--- src/design/dpff_pkg.sv ---
// Shared types and constants for the demand paging fault fill block.
package dpff_pkg;

   localparam int ADDR_W   = 32;
   localparam int TFRAME_W = 4;
   localparam int PFRAME_W = 20;
   localparam int ENTRY_W  = 32;
   localparam int CSR_W    = 4;

   localparam int ENTRIES     = 1024;
   localparam int IDX_W       = 10;
   localparam int DIR_SHIFT   = 22;
   localparam int TABLE_SHIFT = 12;

   localparam logic [TABLE_SHIFT-1:0] FLAGS_DIR_NEW    = 12'h003;
   localparam logic [ENTRY_W-1:0]     FLAGS_TABLE_FILL = 32'h0000_0006;
   localparam logic [TABLE_SHIFT-1:0] FLAGS_PAGE_NEW   = 12'h007;

   typedef enum logic [3:0] {
      ST_CLEAR,
      ST_IDLE,
      ST_DIR_MOD,
      ST_DIR_RD,
      ST_DIR_CHK,
      ST_TAB_MOD,
      ST_FILL,
      ST_WALK_MOD,
      ST_PAGE_RD,
      ST_PAGE_CHK,
      ST_DONE
   } state_type;

   typedef enum logic [1:0] {
      SRC_DIR,
      SRC_TAB,
      SRC_WALK
   } rem_src_type;

   typedef struct packed {
      logic        load_req;
      logic        rem_start;
      logic        rem_cap;
      rem_src_type rem_src;
      logic        cnt_clr;
      logic        cnt_inc;
      logic        clr_write;
      logic        dir_write;
      logic        fill_write;
      logic        page_write;
      logic        rd_dir;
      logic        rd_page;
      logic        latch_dir;
      logic        latch_page;
      logic        out_load;
   } cmd_type;

   typedef struct packed {
      logic present;
      logic created;
      logic rem_done;
      logic clear_last;
      logic fill_last;
   } status_type;

endpackage

--- src/design/dpff_ctrl.sv ---
// Controller state machine that sequences the clear pass and each table walk.
module dpff_ctrl (
   input  logic                 clock,
   input  logic                 reset,
   input  logic                 req_valid,
   output logic                 req_ready,
   output logic                 rsp_valid,
   input  logic                 rsp_ready,
   input  dpff_pkg::status_type status,
   output dpff_pkg::cmd_type    cmd
);

   dpff_pkg::state_type state_ff, state_in;
   logic                rsp_valid_ff, rsp_valid_in;
   logic                out_free;

   assign out_free = !rsp_valid_ff || rsp_ready;

   always_comb begin
      state_in = state_ff;
      case (state_ff)
         dpff_pkg::ST_CLEAR: begin
            if (status.clear_last) state_in = dpff_pkg::ST_IDLE;
         end
         dpff_pkg::ST_IDLE: begin
            if (req_valid) state_in = dpff_pkg::ST_DIR_MOD;
         end
         dpff_pkg::ST_DIR_MOD: begin
            if (status.rem_done) state_in = dpff_pkg::ST_DIR_RD;
         end
         dpff_pkg::ST_DIR_RD: state_in = dpff_pkg::ST_DIR_CHK;
         dpff_pkg::ST_DIR_CHK: begin
            if (!status.present && !status.created) begin
               state_in = dpff_pkg::ST_TAB_MOD;
            end else begin
               state_in = dpff_pkg::ST_WALK_MOD;
            end
         end
         dpff_pkg::ST_TAB_MOD: begin
            if (status.rem_done) state_in = dpff_pkg::ST_FILL;
         end
         dpff_pkg::ST_FILL: begin
            // Reread the directory entry; the fill may have landed on it.
            if (status.fill_last) state_in = dpff_pkg::ST_DIR_RD;
         end
         dpff_pkg::ST_WALK_MOD: begin
            if (status.rem_done) state_in = dpff_pkg::ST_PAGE_RD;
         end
         dpff_pkg::ST_PAGE_RD: state_in = dpff_pkg::ST_PAGE_CHK;
         dpff_pkg::ST_PAGE_CHK: state_in = dpff_pkg::ST_DONE;
         dpff_pkg::ST_DONE: begin
            if (out_free) state_in = dpff_pkg::ST_IDLE;
         end
         default: state_in = dpff_pkg::ST_CLEAR;
      endcase
   end

   always_comb begin
      cmd       = '0;
      req_ready = 1'b0;
      case (state_ff)
         dpff_pkg::ST_CLEAR: begin
            cmd.clr_write = 1'b1;
            cmd.cnt_inc   = 1'b1;
            cmd.cnt_clr   = status.clear_last;
         end
         dpff_pkg::ST_IDLE: begin
            req_ready     = 1'b1;
            cmd.load_req  = req_valid;
            cmd.rem_start = req_valid;
            cmd.rem_src   = dpff_pkg::SRC_DIR;
         end
         dpff_pkg::ST_DIR_MOD: begin
            cmd.rem_src = dpff_pkg::SRC_DIR;
            cmd.rem_cap = status.rem_done;
         end
         dpff_pkg::ST_DIR_RD: begin
            cmd.rd_dir = 1'b1;
         end
         dpff_pkg::ST_DIR_CHK: begin
            cmd.rem_start = 1'b1;
            if (!status.present && !status.created) begin
               cmd.dir_write = 1'b1;
               cmd.cnt_clr   = 1'b1;
               cmd.rem_src   = dpff_pkg::SRC_TAB;
            end else begin
               cmd.latch_dir = 1'b1;
               cmd.rem_src   = dpff_pkg::SRC_WALK;
            end
         end
         dpff_pkg::ST_TAB_MOD: begin
            cmd.rem_src = dpff_pkg::SRC_TAB;
            cmd.rem_cap = status.rem_done;
         end
         dpff_pkg::ST_FILL: begin
            cmd.fill_write = 1'b1;
            cmd.cnt_inc    = 1'b1;
         end
         dpff_pkg::ST_WALK_MOD: begin
            cmd.rem_src = dpff_pkg::SRC_WALK;
            cmd.rem_cap = status.rem_done;
         end
         dpff_pkg::ST_PAGE_RD: begin
            cmd.rd_page = 1'b1;
         end
         dpff_pkg::ST_PAGE_CHK: begin
            cmd.page_write = !status.present;
            cmd.latch_page = status.present;
         end
         dpff_pkg::ST_DONE: begin
            cmd.out_load = out_free;
         end
         default: begin
            cmd = '0;
         end
      endcase
   end

   always_comb begin
      rsp_valid_in = rsp_valid_ff;
      if (cmd.out_load) begin
         rsp_valid_in = 1'b1;
      end else if (rsp_ready) begin
         rsp_valid_in = 1'b0;
      end
   end

   always_ff @(posedge clock) begin
      if (reset) begin
         state_ff     <= dpff_pkg::ST_CLEAR;
         rsp_valid_ff <= 1'b0;
      end else begin
         state_ff     <= state_in;
         rsp_valid_ff <= rsp_valid_in;
      end
   end

   assign rsp_valid = rsp_valid_ff;

endmodule

--- config.mk ---
export PLATFORM = sky130hd
export DESIGN_NAME = dpff_ctrl
export DESIGN_NICKNAME = d
export VERILOG_FILES = /design/src/design/dpff_pkg.sv /design/src/design/dpff_ctrl.sv
export SDC_FILE = /design/constraint.sdc
export NUM_CORES = 1
export LEC_CHECK = 0
export ABC_AREA = 1
export BUFFER_PORTS_ARGS = -buffer_cell sky130_fd_sc_hd__buf_4
export CAP_MARGIN = 20
export CORE_AREA = 2 2 39 41
export DETAILED_ROUTE_END_ITERATION = 8
export DIE_AREA = 0 0 41 43
export PLACE_DENSITY_LB_ADDON = 0.2
export SYNTH_ARGS = -nofsm -noshare
export SYNTH_HDL_FRONTEND = slang
export SYNTH_SLANG_ARGS = --single-unit
--- constraint.sdc ---
create_clock -name clock -period 2.5 [get_ports clock]
set_clock_uncertainty 0.05 [all_clocks]
set_input_delay 0.5 -clock clock [delete_from_list [all_inputs] [get_ports clock]]
set_output_delay 0.5 -clock clock [all_outputs]
set_load 0.005 [all_outputs]
**Word-level counts from Yosys, hierarchy flattened**

Index checks and enable logic that the tools add are counted.

- Flip-flop bits (word level): 5
- Input bits: 9
- Output and inout bits: 18

- Equality and inequality tests: 17
- Mux-type cells: 30
- Reduce and logical (&&, ||, !) cells: 10

Operators with widths:

| cell | number |
|---|---|
| 4-bit case mux with 11 select lines | 1 |
| 4-bit 2-to-1 mux | 7 |
| 1-bit 2-to-1 mux | 17 |
| 4-bit by 3-bit equality test with 1-bit output (second input constant) | 4 |
| 2-bit inequality test (second input constant) | 7 |
| 4-bit equality test (second input constant) | 3 |
| 4-bit by 2-bit equality test with 1-bit output (second input constant) | 2 |
| 7-bit AND reduction | 1 |
| 2-bit case mux with 3 select lines | 1 |
| 4-bit by 1-bit equality test with 1-bit output (second input constant) | 1 |
| 4-bit logical NOT | 1 |
| 2-bit 2-to-1 mux | 2 |
| 1-bit case mux with 2 select lines | 2 |
| 1-bit logical NOT | 3 |
| 3-bit OR reduction | 1 |
| 2-bit nonzero test | 1 |
| 2-bit OR reduction | 1 |
| 1-bit logical AND | 1 |
| 1-bit logical OR | 1 |

**Logic depth before layout (Yosys ltp)**

Gate-level depths: netlist of run 1.

- Word-level depth: 4
- Mapped depth: 9
- Depth with buffers taken out: 9

**Worst setup path before layout of run 1**

No wires, ideal clock.

- Path type: input port to output port
- Start: input port status[4] (netlist bit)
- End: output port cmd[10] (netlist bit)
- Arrival time: 0.942 ns
- Setup slack: 1.008 ns
- Stages on the path: 2
- Path buffers: 0
- Path through: or2_1 -> o22ai_1

RTL lines:

| element | RTL line | RTL |
|---|---|---|
| start: declaration | dpff_ctrl.sv:9 | `input dpff_pkg::status_type status,` |
| end: declaration | dpff_ctrl.sv:10 | `output dpff_pkg::cmd_type cmd` |

==> flow_summary.json, run 1 <==
{
  "slew_headroom_pct": 82.6,
  "power_leakage_uw": 0.000414,
  "design.portCount": 27,
  "cts_tree": "built",
  "arrival_ps": 1360,
  "ant_nets": 0,
  "critical_path_class": "reg -> out",
  "tns_ps": 0,
  "swShare_pct": 47.3,
  "synth.most_common_cell": "nor2_1",
  "setup_violations": 0,
  "clkTransAtPathRegs_ps": 40,
  "die_h_um": 43,
  "vias": 623,
  "syn_area_um2": 504,
  "start_util_pct": 36.4,
  "dp_hpwl_um": 1130,
  "grt-ovfl-total": 0,
  "cp_max_fo": 7,
  "place_congestion": 0.818,
  "worstPathRequired_ps": 1950,
  "synth_cell_types": 19,
  "die-area_um2": 1760,
  "yosysSeqAreaShare_pct": 19.9,
  "synth_top_family_by_area": "simple AND/OR/NAND/NOR gates",
  "drc": 0,
  "period_minus_slack_ps": 1910,
  "cap_violations": 0,
  "dr.pass1.iters": 4,
  "vdd_drop_max_mv": 0.490,
  "coreArea_um2": 1380,
  "avgViaCountPerCell": 4.61,
  "pwr-share-comb_pct": 66.3,
  "drtIter0Drc": 10,
  "ys_ff_latch": 5,
  "insertion_delay_ps": 240,
  "ys_top_cells_by_area": "dfxtp_1, nor2_1, inv_1",
  "syn_area_per_cell_um2": 5.60,
  "critPathLaunchType": "flop",
  "die_width_um": 41,
  "numPortBuffers": 26,
  "avgRoutedWirePerCell_um": 9.73,
  "fin_nets": 129,
  "numCtsBuffers": 3,
  "cts_sinks": 5,
  "grt_max_degree": 8,
  "end_kind": "primary output",
  "fin_ws_ps": 593,
  "netSwitchingPower_uw": 313,
  "synthMuxAreaShare_pct": 0,
  "clockBufferDepth": 2,
  "synth_compound_area_share_pct": 13.4,
  "p_int_uw": 348,
  "dpl_worst_slack_ps": 755,
  "powerDensity_nw_per_um2": 895,
  "area_growth_pct": 46.4,
  "synth_ff_type": "dfxtp_1",
  "grt_pass1_wl_um": 1990,
  "status": "completed",
  "ys_top_cells_by_count": "nor2_1, inv_1, nand2_1, nand3_1, dfxtp_1",
  "yosys.area_share.xor_xnor_pct": 0,
  "drive_above_1_share_pct": 36.1,
  "period_share_pct": 76.3,
  "gr-usage-all-layers_pct": 17.1,
  "htree_num_levels": 1,
  "hold_path.class": "in -> reg",
  "grt_pass1_vias": 531,
  "antenna_found_initial": 0,
  "yosys_warnings": 0,
  "wl_um": 1310,
  "cts-root-buf": "clkbuf_4",
  "drv_slew": 0,
  "hold_viol": 0,
  "tightest_slew_ps": 261,
  "fmaxAchievable_ghz": 0.524,
  "p_total_uw": 661,
  "cts_resized": 0,
  "synthSimpleGateAreaFrac_pct": 51.1,
  "synth_fa_ha_area_share_pct": 0,
  "synth.net_count": 99,
  "async_reset_ff_share_pct": 0,
  "yosysTopAreaCellShare_pct": 19.9,
  "synth_edf_count": 0,
  "rsz0062_at_grt": "no",
  "ctsHoldBuffers": 0,
  "synthCells": 90,
  "antenna_cells": 0,
  "seqPwrFrac_pct": 19.9,
  "synth_top_cell_by_area": "dfxtp_1",
  "postCtsSetupBuffers": 0,
  "rows": 14,
  "num-fill-cells": 161,
  "p_clk_share_pct": 13.8
}
-- metrics by stage --
step / util, % / instance area, µm² / hold WS [ps] / instances
6_report: 53.3 / 738 / 386 / 135
4_1_cts: 53.3 / 738 / 374 / 135
2_1_floorplan: - / 504 / 496 / 90
5_1_grt: 53.3 / 738 / 386 / 135
3_5_place_dp: 51.4 / 712 / 523 / 131
3_3_place_gp: 51.4 / 712 / 519 / 131
-- state kept, by name (all words and copies together), names as in the netlist --
register   flops
rsp_valid      1
state_ff       4
-- cells in the final DEF, fill, tap and decap left out, drive strengths merged --
cell type	netlist	routed
a21oi	3	3
buf	1	26
clkbuf	0	4
dfxtp	5	5
inv	19	19
nand2	18	18
nand3	7	7
nand4	1	1
nor2	26	26
nor3	1	1
o21ai	7	7
o22ai	1	1
or2	1	1
-- power by group through the flow --
stage	clock (µW)	sequential [µW]	combinational (µW)
floorplan	0	127	285
global placement	0	132	440
detailed placement	0	132	442
CTS	98.7	131	443
global route	99.5	137	494
finish	91.2	132	438
-- layout make-up --
| cell class | instances | area [µm²] | area share [%] |
|---|---|---|---|
| Timing Repair Buffer | 26 | 195 | 26.4 |
| Multi-Input combinational cell | 65 | 325 | 44.1 |
| Tap cell | 16 | 20.0 | 2.71 |
| Clock buffer | 4 | 26.3 | 3.56 |
| Sequential cell | 5 | 100 | 13.6 |
| Inverter | 19 | 71.3 | 9.66 |
-- critical path, stage by stage, from the launching register on --
cell     delay, ps
dfxtp_1        460
inv_2           80
nor2_2         150
nand2_2         90
o21ai_4         80
inv_1           60
nor2_1          80
buf_4          110
-- metal layers --
| metal | GRT usage [%] | wire (µm) | part of all wire [%] |
|---|---|---|---|
| met5 | 0 | 0 | 0 |
| met4 | 12.0 | 8 | 0.61 |
| met3 | 3.14 | 96 | 7.3 |
| met2 | 28.7 | 675 | 51 |
| met1 | 17.4 | 534 | 41 |
-- cells by family (layout without fill, tap and decap cells) --
family	Yosys count	count (layout)
AOI/OAI and AO/OA	11	11
buffers and inverters	20	49
DFF	5	5
and+or+nand+nor	54	54
-- final timing paths --
| check | from | to | slack, ps | depth (start not counted) |
|---|---|---|---|---|
| min reg2reg | state_ff[2] | state_ff[2] | 530 | 4 |
| max | state_ff[1] | cmd[13] | 590 | 7 |
| max reg2reg | state_ff[1] | state_ff[1] | 1150 | 9 |
| min | reset | state_ff[3] | 390 | 2 |
Power figures use the tool's default switching activity.
==> run 2, diff against run 1 <==
Clock period 2.5 ns to 1.95 ns, I/O delays scaled along.
==> run 2 against run 1 <==
Worst hold slack worse by 120 ps; clock power is 30% higher; largest cell class unchanged; sequential share of layout area about the same; cell area rose by 1.4%; global-route usage up 1.5 points; non-clock buffer count unchanged; via count grew 1.9%; critical path type unchanged; die area is the same; critical endpoint is now cmd[11].
==> flow_summary.json, run 2 (synthesized netlist as in run 1, its figures left out) <==
{
  "status": "completed",
  "grt_pass1_wl_um": 2210,
  "cp_max_fo": 4,
  "critical_path_class": "reg -> out",
  "antenna_cells": 0,
  "fin_nets": 129,
  "avgRoutedWirePerCell_um": 10.1,
  "p_int_uw": 449,
  "cap_violations": 0,
  "die_h_um": 43,
  "fin_ws_ps": 165,
  "insertion_delay_ps": 240,
  "htree_num_levels": 1,
  "drtIter0Drc": 6,
  "area_growth_pct": 48.4,
  "slew_headroom_pct": 83.0,
  "hold_viol": 0,
  "critPathLaunchType": "flop",
  "dr.pass1.iters": 4,
  "grt_max_degree": 8,
  "top_register": "state_ff",
  "place_congestion": 0.798,
  "drive_above_1_share_pct": 38.7,
  "period_share_pct": 91.6,
  "end_kind": "primary output",
  "die-area_um2": 1760,
  "final_common_cell": "buf_4",
  "drc": 0,
  "p_clk_share_pct": 13.8,
  "final_cell_mix": "buf_4, nor2_1, inv_1",
  "pwr-share-comb_pct": 65.7,
  "tns_ps": 0,
  "cts-root-buf": "clkbuf_4",
  "die_width_um": 41,
  "wl_um": 1370,
  "power_leakage_uw": 0.000419,
  "grt-ovfl-total": 0,
  "rows": 14,
  "dpl_worst_slack_ps": 395,
  "powerDensity_nw_per_um2": 1150,
  "vias": 635,
  "cts_tree": "built",
  "antenna_found_initial": 0,
  "setup_violations": 0,
  "cts_sinks": 5,
  "start_util_pct": 36.4,
  "numCtsBuffers": 3,
  "drv_slew": 0,
  "vdd_drop_max_mv": 0.521,
  "largest_register_ff_count": 4,
  "cp_slowest_stage_delay_ps": 460,
  "design.portCount": 27,
  "netSwitchingPower_uw": 414,
  "gr-usage-all-layers_pct": 18.6,
  "cp_cell_sequence": "inv_2, nor2_1, nand2_1, a21oi_1, buf_4",
  "grt_pass1_vias": 577,
  "avgViaCountPerCell": 4.70,
  "slowest_stage": "dfxtp_1",
  "numPortBuffers": 26,
  "swShare_pct": 48.0,
  "worstPathRequired_ps": 1510,
  "period_minus_slack_ps": 1790,
  "rsz0062_at_grt": "no",
  "fmaxAchievable_ghz": 0.560,
  "clockBufferDepth": 2,
  "tightest_slew_ps": 254,
  "ant_nets": 0,
  "coreArea_um2": 1380,
  "dp_hpwl_um": 1180,
  "seqPwrFrac_pct": 20.5,
  "hold_path.class": "in -> reg",
  "num-fill-cells": 156,
  "arrival_ps": 1350,
  "clkTransAtPathRegs_ps": 50
}
[run 2: per-layer routing]
layer	track usage [%]	vias up	share of wire, %
met2	33.4	19	54
li1	-	336	-
met1	18.3	278	40
met4	10.0	0	0.66
met5	0	-	0
met3	3.14	2	5.7
[run 2: path summary, 6_finish.rpt]
path,from,end,slack (ps),cells after the start
min,reset,state_ff[3],260,2
min reg2reg,rsp_valid,rsp_valid,540,4
max reg2reg,state_ff[2],state_ff[1],540,9
max,state_ff[2],cmd[11],160,5
[run 2: per-stage QoR]
step           hold WS, ps  total power (µW)  utilization (%)  instance area [µm²]  instances
3_3_place_gp           516               729             51.4                  712        131
3_5_place_dp           522               739             51.4                  712        131
5_1_grt                266               958             54.1                  748        135
4_1_cts                257               866             53.4                  739        135
6_report               265               863             54.1                  748        135
2_1_floorplan          409               528                -                  504         90
[run 2: what timing repair did]
action                     CTS  global route
setup buffers                0             0
resized for setup            0             3
setup endpoints to repair    0             2
hold buffers                 0             0
[run 2: worst max-delay path, delay by kind of cell, from the launching register on]
| family | cells | cell delay, ps |
|---|---|---|
| DFF | 1 | 460 |
| and+or+nand+nor | 2 | 320 |
| AOI/OAI and AO/OA | 1 | 130 |
| buffers and inverters | 2 | 200 |
[run 2: power by group through the flow]
stage,logic (µW),registers [µW],clock network [µW]
after global placement,562,167,0
final,567,177,119
after CTS,570,170,126
after floorplan,365,162,0
after detailed placement,567,172,0
after global routing,644,183,131
[run 2: final cells by class]
class                   instances  area [µm²]  share of cell area [%]
inverters                      19        71.3                    9.53
multi-input cells              65         333                    44.5
repair buffers                 26         195                    26.1
well taps                      16        20.0                    2.68
flip-flops and latches          5         101                    13.5
clock inverters                 1        5.00                   0.669
clock buffers                   3        22.5                    3.01
